## src/rtl/core/paged_object_pool_allocator_unit_macros.svh

```systemverilog
// assertion macros for the paged object pool allocator
// used by modules that check their own logic; empty bodies under synthesis
`ifndef PAGED_OBJECT_POOL_ALLOCATOR_UNIT_MACROS_SVH
`define PAGED_OBJECT_POOL_ALLOCATOR_UNIT_MACROS_SVH

`ifndef SYNTHESIS
`define POPA_ASSERT(name, prop) \
    name: assert property (@(posedge i_clk) disable iff (!i_rst_n) prop) \
        else $error("popa assertion failed");
`define POPA_ASSERT_NEXT(name, pre, post) \
    name: assert property (@(posedge i_clk) disable iff (!i_rst_n) (pre) |=> (post)) \
        else $error("popa assertion failed");
`else
`define POPA_ASSERT(name, prop)
`define POPA_ASSERT_NEXT(name, pre, post)
`endif

`endif

```

## src/rtl/core/popa_pkg.sv

```systemverilog
// shared types and constants of the paged object pool allocator
// no dependencies
`default_nettype none

package popa_pkg;

    localparam int DEF_MAX_PAGES            = 16;
    localparam int DEF_MAX_OBJECTS_PER_PAGE = 64;
    localparam int DEF_ADDRESS_BITS         = 20;

    localparam int CFG_DATA_W = 16;
    localparam int CFG_IDX_W  = 3;

    typedef enum logic [CFG_IDX_W-1:0] {
        CFG_OBJECTS_PER_PAGE = 3'd0,
        CFG_PAGE_LIMIT       = 3'd1,
        CFG_DEBUG_ON         = 3'd2,
        CFG_FIRST_OFFSET     = 3'd3,
        CFG_BLOCK_STRIDE     = 3'd4,
        CFG_PAGE_BYTES       = 3'd5
    } t_cfg_idx;

    typedef enum logic [1:0] {
        ST_OK           = 2'd0,
        ST_NO_PAGES     = 2'd1,
        ST_BAD_BOUNDARY = 2'd2,
        ST_ALREADY_FREE = 2'd3
    } t_status;

    localparam logic ACT_ALLOC = 1'b0;
    localparam logic ACT_FREE  = 1'b1;
    localparam logic MARK_SET  = 1'b1;

    typedef struct packed {
        logic [6:0]  objects_per_page;
        logic [4:0]  page_limit;
        logic        debug_on;
        logic [11:0] first_offset;
        logic [11:0] block_stride;
        logic [15:0] page_bytes;
    } t_cfg;

    localparam t_cfg CFG_RESET = '{
        objects_per_page: 7'd4,
        page_limit:       5'd0,
        debug_on:         1'b1,
        first_offset:     12'd8,
        block_stride:     12'd8,
        page_bytes:       16'd40
    };

endpackage

`default_nettype wire

```

## src/rtl/core/popa_front.sv

```systemverilog
// request queue of the allocator: accepts and classifies incoming words
// depends on popa_pkg
`default_nettype none

module popa_front
    import popa_pkg::*;
#(
    parameter int ADDRESS_BITS = DEF_ADDRESS_BITS
) (
    input  wire logic                    i_clk,
    input  wire logic                    i_rst_n,
    input  wire logic                    push,
    output logic                         full,
    input  wire logic                    i_action,
    input  wire logic [ADDRESS_BITS-1:0] i_obj_address,
    input  wire logic                    i_hold,
    output logic                         o_req_valid,
    output logic                         o_req_free,
    output logic [ADDRESS_BITS-1:0]      o_req_addr,
    input  wire logic                    i_req_take
);

    logic                    r_is_free [2];
    logic [ADDRESS_BITS-1:0] r_addr    [2];
    logic                    r_wp;
    logic                    r_rp;
    logic [1:0]              r_cnt;
    logic                    accept;
    logic                    take;

    assign full        = (r_cnt == 2'd2) || i_hold;
    assign accept      = push && !full;
    assign o_req_valid = (r_cnt != 2'd0);
    assign take        = i_req_take && o_req_valid;
    assign o_req_free  = r_is_free[r_rp];
    assign o_req_addr  = r_addr[r_rp];

    always_ff @(posedge i_clk) begin
        if (accept) begin
            r_is_free[r_wp] <= (i_action == ACT_FREE);
            r_addr[r_wp]    <= i_obj_address;
        end
    end

    always_ff @(posedge i_clk) begin
        if (!i_rst_n) begin
            r_wp  <= 1'b0;
            r_rp  <= 1'b0;
            r_cnt <= 2'd0;
        end else begin
            if (accept) begin
                r_wp <= !r_wp;
            end
            if (take) begin
                r_rp <= !r_rp;
            end
            r_cnt <= r_cnt + {1'b0, accept} - {1'b0, take};
        end
    end

endmodule

`default_nettype wire

```

## config.mk

```make
export PLATFORM = sky130hd
export DESIGN_NAME = popa_front
export DESIGN_NICKNAME = d
export VERILOG_FILES = /design/src/rtl/core/paged_object_pool_allocator_unit_macros.svh /design/src/rtl/core/popa_pkg.sv /design/src/rtl/core/popa_front.sv
export SDC_FILE = /design/constraint.sdc
export NUM_CORES = 1
export LEC_CHECK = 0
export ABC_AREA = 1
export BUFFER_PORTS_ARGS = -buffer_cell sky130_fd_sc_hd__buf_4
export CORE_ASPECT_RATIO = 0.7
export CORE_UTILIZATION = 55
export DETAILED_ROUTE_END_ITERATION = 10
export MAX_ROUTING_LAYER = met4
export PLACE_DENSITY = 0.8
export SLEW_MARGIN = 20
export SYNTH_ARGS = -nofsm -noshare
export SYNTH_HDL_FRONTEND = slang
export SYNTH_SLANG_ARGS = --single-unit
```

## constraint.sdc

```tcl
create_clock -name i_clk -period 5.2 [get_ports i_clk]
set_input_delay 0 -clock i_clk [delete_from_list [all_inputs] [get_ports i_clk]]
set_output_delay 0 -clock i_clk [all_outputs]
set_load 0.1 [all_outputs]
```

== After elaboration in Yosys (flattened, before gate mapping) ==
Memory sizes are Yosys's and may differ from the RTL's. A register that Yosys moved wholly into a read port is not among the register bits.
Index checks and enable logic that the tools add are counted.
Word-level totals
  output and inout bits: 23
  register bits: 4
  memories: 2
  memory bits (writable): 42
  word-level logic and storage cells: 21
Memory list
  r_addr: depth 2, width 20, rd ports 1, clocked after memory_dff 1, write ports 1, line popa_front.sv:24  | logic [ADDRESS_BITS-1:0] r_addr [2];
  r_is_free: depth 2, width 1, rd ports 1, clocked after memory_dff 1, write ports 1, line popa_front.sv:23  | logic r_is_free [2];
Operators by class
  reductions and logical operators: 7
  add/sub/neg operators: 2
  equal/unequal tests: 1
  multiplexer cells: 6
Operators by type and width (count)
  $mux W1: 6
  $logic_not A1 Y1: 3
  $add A2 B1 Y2: 1
  $eq A2 B2 Y1 const B: 1
  $logic_and A1 B1 Y1: 2
  $reduce_bool A2 Y1: 1
  $sub A2 B1 Y2: 1
  $logic_or A1 B1 Y1: 1

== Longest topological paths before layout ==
Gate-level depths: netlist of run 1.
  depth after elaboration: 6
  depth in mapped cells: 11
  gate-level depth less buffers: 11

== Worst setup path after synthesis of run 1 ==
Ideal clock, no wire load.
  path kind: register to register
  start: register r_cnt[0]
  end: memory r_addr[0][0] in the netlist's numbering, enable pin
  setup slack: 3.329 ns
  path buffers: 0
  clock period less this slack: 1.871 ns
  library setup time: 0.399 ns
  stages on the path, launching flop included: 5
  arrival time: 1.473 ns
  cells stage by stage: dfxtp_1 > inv_1 > nand2_1 > nand3_2 > nor2_1
On the way
  longest elaborated chain between the ends: 6
RTL lines
  from (decl): line popa_front.sv:27  | logic [1:0] r_cnt;
  from (signal assigned): line popa_front.sv:57  | r_cnt <= r_cnt + {1'b0, accept} - {1'b0, take};
  $eq A2 B2 Y1: line popa_front.sv:31  | assign full = (r_cnt == 2'd2) || i_hold;
  $logic_or A1 B1 Y1: line popa_front.sv:31
  $logic_not A1 Y1: line popa_front.sv:32  | assign accept = push && !full;
  $logic_and A1 B1 Y1: line popa_front.sv:32
  $mux W1: line popa_front.sv:39  | if (accept) begin
  $mux W1 (not written as such): line popa_front.sv:41  | r_addr[r_wp] <= i_obj_address;
  to (decl): line popa_front.sv:24
Every way passes these cells.

==> results of run 1 <==
==> routing by layer <==
layer	wire [microns]	vias up	GRT usage (%)	part of all wire (%)
met5	0	-	-	0
met4	54	0	9.00	1.6
met1	1360	539	22.0	41
met2	1730	28	34.4	53
met3	128	7	6.22	3.9
li1	-	527	-	-
==> Yosys cell counts <==
cell | number | share of area [%]
o21a_1 | 1 | 0.40
inv_1 | 10 | 2.0
nand4_1 | 1 | 0.34
nor2_1 | 6 | 1.2
dfxtp_1 | 5 | 5.4
nand3_1 | 2 | 0.54
mux2_4 | 20 | 16
nand3_2 | 1 | 0.54
nand2_1 | 10 | 2.0
mux2_2 | 1 | 0.61
ha_1 | 2 | 1.3
buf_6 | 2 | 1.2
a21oi_1 | 1 | 0.27
edfxtp_1 | 42 | 68
==> critical path: stages (launching register included) <==
cell     delay (ns)
dfxtp_1        0.70
buf_4          0.37
mux2_4         0.33
buf_4          0.23
==> power by group <==
part           internal, mW  switching (mW)  total [mW]
sequential            0.450          0.0247       0.474
clock                0.0943           0.109       0.203
combinational         0.162           0.420       0.582
total                 0.706           0.554        1.26
==> registers in the layout, summed over array words and instances, names as in the netlist, named ones only <==
| name | flops |
|---|---|
| r_cnt | 2 |
| r_is_free | 2 |
| r_addr | 40 |
| r_rp | 1 |
| r_wp | 1 |
==> kinds of logic (layout without fill, tap and decap cells) <==
group | count (synthesis) | count (layout) | share of synthesized area (%)
adder cells (fa/ha/maj) | 2 | 2 | 1.35
buffers and inverters | 12 | 89 | 3.23
AO/OA/AOI/OAI | 2 | 2 | 0.674
flip-flops | 47 | 47 | 73.3
multiplexers | 21 | 21 | 16.8
AND/OR/NAND/NOR | 20 | 20 | 4.65
==> layout make-up <==
| type | instances | share of cell area (%) |
|---|---|---|
| Timing Repair Buffer | 71 | 23.0 |
| Clock inverter | 1 | 0.196 |
| Inverter | 10 | 1.47 |
| Multi-Input combinational cell | 45 | 17.1 |
| Sequential cell | 47 | 53.3 |
| Clock buffer | 7 | 2.99 |
| Tap cell | 38 | 1.86 |
==> worst max path at each step <==
stage	start	slack (ns)	depth (start not counted)	to
2_1_floorplan	r_cnt[0]	3.33	4	r_addr[0][0]
3_3_place_gp	r_cnt[0]	3.43	4	r_addr[0][11]
3_5_place_dp	r_cnt[0]	3.37	4	r_addr[0][11]
4_1_cts	flop	3.27	3	o_req_addr[1]
5_1_grt	flop	3.20	3	o_req_addr[0]
6_report	flop	3.28	3	o_req_addr[4]
==> flow_metrics.py, run 1 <==
metrics = {
    "yosys": {
        "syn_avg_cell_area_sq_um": 17.9,
        "synth_cells": 104,
        "synth_cell_types": 14,
        "synth-seq-cells": 47,
        "syn-cell-area_sq_mm": 0.00186,
        "synth_nets": 132,
        "ys_seq_area_share_pct": 73.3,
        "synth_warnings": 0,
    },
    "layout": {
        "layout_commonest_cell": "buf_4",
        "num_antenna_cells": 0,
        "final_nets": 208,
        "seq_area_sq_mm": 0.00136,
        "area_delta_synth_final_pct": 37.5,
        "design_area_sq_mm": 0.00255,
        "final_cells": 219,
        "multi_input_area_sq_um": 438,
        "fillerInstances": 175,
        "layout-drive-gt1-share_pct": 43.1,
        "fin_util_pct": 80.0,
        "final_cell_mix": "buf_4 (49), edfxtp_1 (42), dlygate4sd3_1 (22)",
    },
    "clock_network": {
        "clk_latency_ns": 0.29,
        "cts_inserted_buffers": 5,
        "cts_setup_buffers": 0,
        "htreeDepth": 2,
        "ctsResizeCount": 0,
        "clockBufferDepth": 2,
        "cts_sinks": 47,
        "root_buffer": "clkbuf_8",
        "path_clk_slew_ns": 0.07,
        "cts_hold_buf": 22,
        "cts_tree": "built",
    },
    "grt": {
        "grt_max_degree": 22,
        "overflow": 0,
        "grt_usage_pct": 20.2,
        "antenna_found_initial": 0,
        "grt_pass1_wl_microns": 5000,
        "grt_pass1_vias": 1098,
    },
    "worst_setup_path": {
        "worstSetupPathType": "flop to primary output",
        "required_ns": 5.20,
        "crit_path_end_kind": "primary output",
        "cp-start-kind": "flop",
        "regToRegSetupSlack_ns": 3.37,
        "r2r_end": "r_addr[0][0]",
        "cp.arrival_ns": 1.92,
        "r2r-start": "r_cnt[0]",
        "path_max_fanout": 12,
        "r2r_cells": 4,
    },
    "placement": {
        "io_buffers": 48,
        "dpl.cell_count": 189,
        "dp_slack_ns": 3.37,
        "routabilityCongestion": 0.672,
        "place_area_sq_mm": 0.00225,
        "hpwl_microns": 2100,
    },
    "sta": {
        "slew_headroom_pct": 31.2,
        "fmax_mhz": 520,
        "fin_skew_ns": 0.00958,
        "setup_viol": 0,
        "finalCritPeriodShare_pct": 37.0,
        "tightest_slew_ns": 1.03,
        "slew_viol_final": 0,
        "finalHoldViolCount": 0,
        "setup_tns_ns": 0,
        "post-route-min-period_ns": 1.92,
        "rsz0062_at_grt": "no",
        "hold_ws_ns": 0.0246,
        "setup_slack_ns": 3.28,
    },
    "drt": {
        "firstDrtPassIters": 4,
        "first_iter_violations": 74,
        "vias_per_cell": 5.03,
        "antenna_left": 0,
        "routedWlPerCell_microns": 15.0,
        "drc": 0,
        "wl_microns": 3280,
        "dr_total_vias": 1101,
    },
    "power_and_ir_drop": {
        "power_density_mw_per_mm2": 493,
        "p_total_mw": 1.26,
        "peakVddDrop_uv": 363,
        "p_leak_nw": 1.06,
    },
    "die": {
        "initial_core_util_pct": 58.2,
        "die_y_microns": 50.6,
        "die_x_microns": 71.4,
        "num_rows": 17,
        "die_area_sq_mm": 0.00362,
        "core-area_sq_mm": 0.00319,
        "io_pins": 49,
    },
    "min_path": {
        "hp-class": "input port to flop",
        "min-delay-start": "i_req_take",
        "hold_end": "r_rp",
        "hold_depth": 4,
    },
    "outcome": {
        "status": "finished clean",
    },
    "run": {
        "drv_cap": 0,
    },
}
No activity file was read; power rests on OpenSTA's default activity.
==> inputs of run 2 (changes only) <==
ABC_AREA = 0   (was 1)
CORE_UTILIZATION = 46   (was 55)
PLACE_DENSITY = 0.71   (was 0.8)
clock period = 1.7 ns   (was 5.2 ns; I/O delays follow)
==> run 2 against run 1 <==
Against the previous run:
- global-route usage decreased by 2.7 points
- area after synthesis down 4.5%
- synthesized cell count shrank 13%
==> flow_metrics.py, run 2 <==
metrics = {
    "outcome": {
        "status": "finished clean",
    },
    "placement": {
        "routabilityCongestion": 0.685,
        "hpwl_microns": 1990,
        "io_buffers": 48,
        "dpl.cell_count": 194,
        "place_area_sq_mm": 0.00223,
    },
    "worst_setup_path": {
        "required_ns": 1.89,
        "cp.arrival_ns": 1.78,
        "crit_path_end_kind": "flop",
        "r2r_cells": 7,
        "r2r-start": "r_cnt[1]",
        "cp-start-kind": "flop",
        "worstSetupPathType": "flop to flop",
        "path_max_fanout": 4,
        "r2r_end": "r_cnt[1]",
        "regToRegSetupSlack_ns": 0.10,
    },
    "sta": {
        "hold_ws_ns": 0.149,
        "setup_viol": 0,
        "fin_skew_ns": 0.00563,
        "slew_viol_final": 0,
        "slew_headroom_pct": 80.8,
        "fmax_mhz": 627,
        "tightest_slew_ns": 0.291,
        "rsz0062_at_grt": "no",
        "finalHoldViolCount": 0,
        "post-route-min-period_ns": 1.60,
        "finalCritPeriodShare_pct": 93.9,
    },
    "yosys": {
        "synth_most_common_cell": "edfxtp_1",
        "syn-cell-area_sq_mm": 0.00177,
        "synth_area_leaders": "edfxtp_1 (71%), mux2_2 (13%), dfxtp_1 (5.6%)",
        "yosys.area.top_type": "edfxtp_1",
        "synth_enable_flop_cells": 42,
        "syn_avg_cell_area_sq_um": 19.5,
        "synth.top_cell.area_share_pct": 71.1,
        "synth_cell_types": 16,
        "async_reset_ff_share_pct": 0,
        "synthFlopType": "edfxtp_1",
        "synth-seq-cells": 47,
        "synth_cells": 91,
        "ys_seq_area_share_pct": 76.8,
        "yosys-top-cells-count": "edfxtp_1 (42), mux2_2 (21), dfxtp_1 (5), xnor2_1 (3)",
        "synth_nets": 119,
        "synth_warnings": 0,
    },
    "layout": {
        "fillerInstances": 241,
        "final_cell_mix": "buf_4 (55), edfxtp_1 (42), dlygate4sd3_1 (22)",
        "design_area_sq_mm": 0.00262,
        "largest_reg_flops": 40,
        "fin_util_pct": 72.6,
        "area_delta_synth_final_pct": 47.6,
        "regMostFlops": "r_addr",
        "layout_commonest_cell": "buf_4",
        "layout-drive-gt1-share_pct": 53.4,
        "reg_top3": "r_addr (40), r_cnt (2), r_is_free (2)",
        "final_cells": 224,
        "num_antenna_cells": 0,
        "final_nets": 201,
    },
    "die": {
        "die_area_sq_mm": 0.00411,
        "num_rows": 18,
        "core-area_sq_mm": 0.00360,
        "initial_core_util_pct": 49.2,
        "die_x_microns": 76.2,
        "io_pins": 49,
        "die_y_microns": 53.9,
    },
    "min_path": {
        "min-delay-start": "i_req_take",
        "hp-class": "input port to flop",
        "hold_depth": 4,
    },
    "drt": {
        "firstDrtPassIters": 4,
        "routedWlPerCell_microns": 14.2,
        "drc": 0,
        "wl_microns": 3180,
        "vias_per_cell": 4.54,
        "antenna_left": 0,
        "dr_total_vias": 1016,
        "first_iter_violations": 28,
    },
    "grt": {
        "grt_pass1_vias": 1057,
        "grt_pass1_wl_microns": 4940,
        "overflow": 0,
        "antenna_found_initial": 0,
        "grt_usage_pct": 17.5,
        "grt_max_degree": 16,
    },
    "power_and_ir_drop": {
        "p_total_mw": 4.18,
        "peakVddDrop_uv": 1090,
        "p_leak_nw": 1.01,
        "power_density_mw_per_mm2": 1600,
    },
    "clock_network": {
        "path_clk_slew_ns": 0.08,
        "cts_tree": "built",
        "cts_sinks": 47,
        "htreeDepth": 2,
        "cts_inserted_buffers": 5,
        "clk_latency_ns": 0.29,
        "root_buffer": "clkbuf_8",
        "clockBufferDepth": 2,
    },
    "run": {
        "drv_cap": 0,
    },
}
-- run 2: changes by cell type after synthesis, moves of 3 or more --
cell,before,now
mux2_4,20,0
inv_1,10,2
nor2_1,6,2
xnor2_1,0,3
mux2_2,1,21
nand2_1,10,2
-- run 2: worst max-delay path: stages (launching register included) --
cell	delay, ns
dfxtp_2	0.35
o21a_2	0.24
ha_4	0.26
inv_1	0.03
ha_1	0.19
xnor2_2	0.15
xnor2_1	0.12
and2_1	0.15
-- run 2: metrics by stage --
stage	setup TNS (ns)	setup slack, ns
after floorplan	-9.07	-0.216
after global placement	0	0.149
after detailed placement	0	0.0682
after CTS	0	0.0497
after global routing	0	0.0195
final	0	0.104
-- run 2: how the worst max path moves through the flow --
stage                        start  cells after the start            to
after floorplan           r_cnt[0]                      3  r_addr[0][0]
after global placement    r_cnt[0]                      8      r_cnt[1]
after detailed placement  r_cnt[0]                      8      r_cnt[1]
after CTS                 r_cnt[0]                      8      r_cnt[1]
after global routing      r_cnt[0]                      8      r_cnt[1]
final                     r_cnt[1]                      7      r_cnt[1]
-- run 2: report_power, final --
group / internal [mW] / switching (mW)
Sequential: 1.37 / 0.0463
Clock: 0.587 / 0.344
Combinational: 0.518 / 1.31
Total: 2.48 / 1.70
-- run 2: routing by layer --
| layer | share of wire (%) | global-route usage [%] |
|---|---|---|
| met5 | 0 | - |
| met4 | 1.3 | 7.69 |
| met3 | 4.1 | 4.75 |
| met2 | 53 | 30.6 |
| met1 | 42 | 19.5 |
-- run 2: kinds of logic after synthesis --
kind of cell             Yosys count  synth area share, %
AO/OA/AOI/OAI                      1                0.494
XOR/XNOR                           3                 1.48
adder cells (fa/ha/maj)            2                 1.41
buffers and inverters              4                 1.98
flip-flops                        47                 76.8
multiplexers                      22                 13.9
AND/OR/NAND/NOR                   12                 3.95
-- run 2: area by class of cell --
| cell class | instances | area [sq um] | share of cell area, % |
|---|---|---|---|
| clock inverters | 2 | 60.1 | 2.29 |
| multi-input cells | 40 | 418 | 16.0 |
| repair buffers | 77 | 633 | 24.2 |
| well taps | 50 | 62.6 | 2.39 |
| clock buffers | 6 | 72.6 | 2.77 |
| inverters | 2 | 7.51 | 0.287 |
| flip-flops and latches | 47 | 1360 | 52.1 |
-- run 2: repair_timing --
action                                  in CTS  in global routing
hold buffers                                22                  0
hold endpoints to repair                    47                  0
setup buffers                                0                  0
resized for setup                            0                  6
endpoints found under the setup margin       0                  1
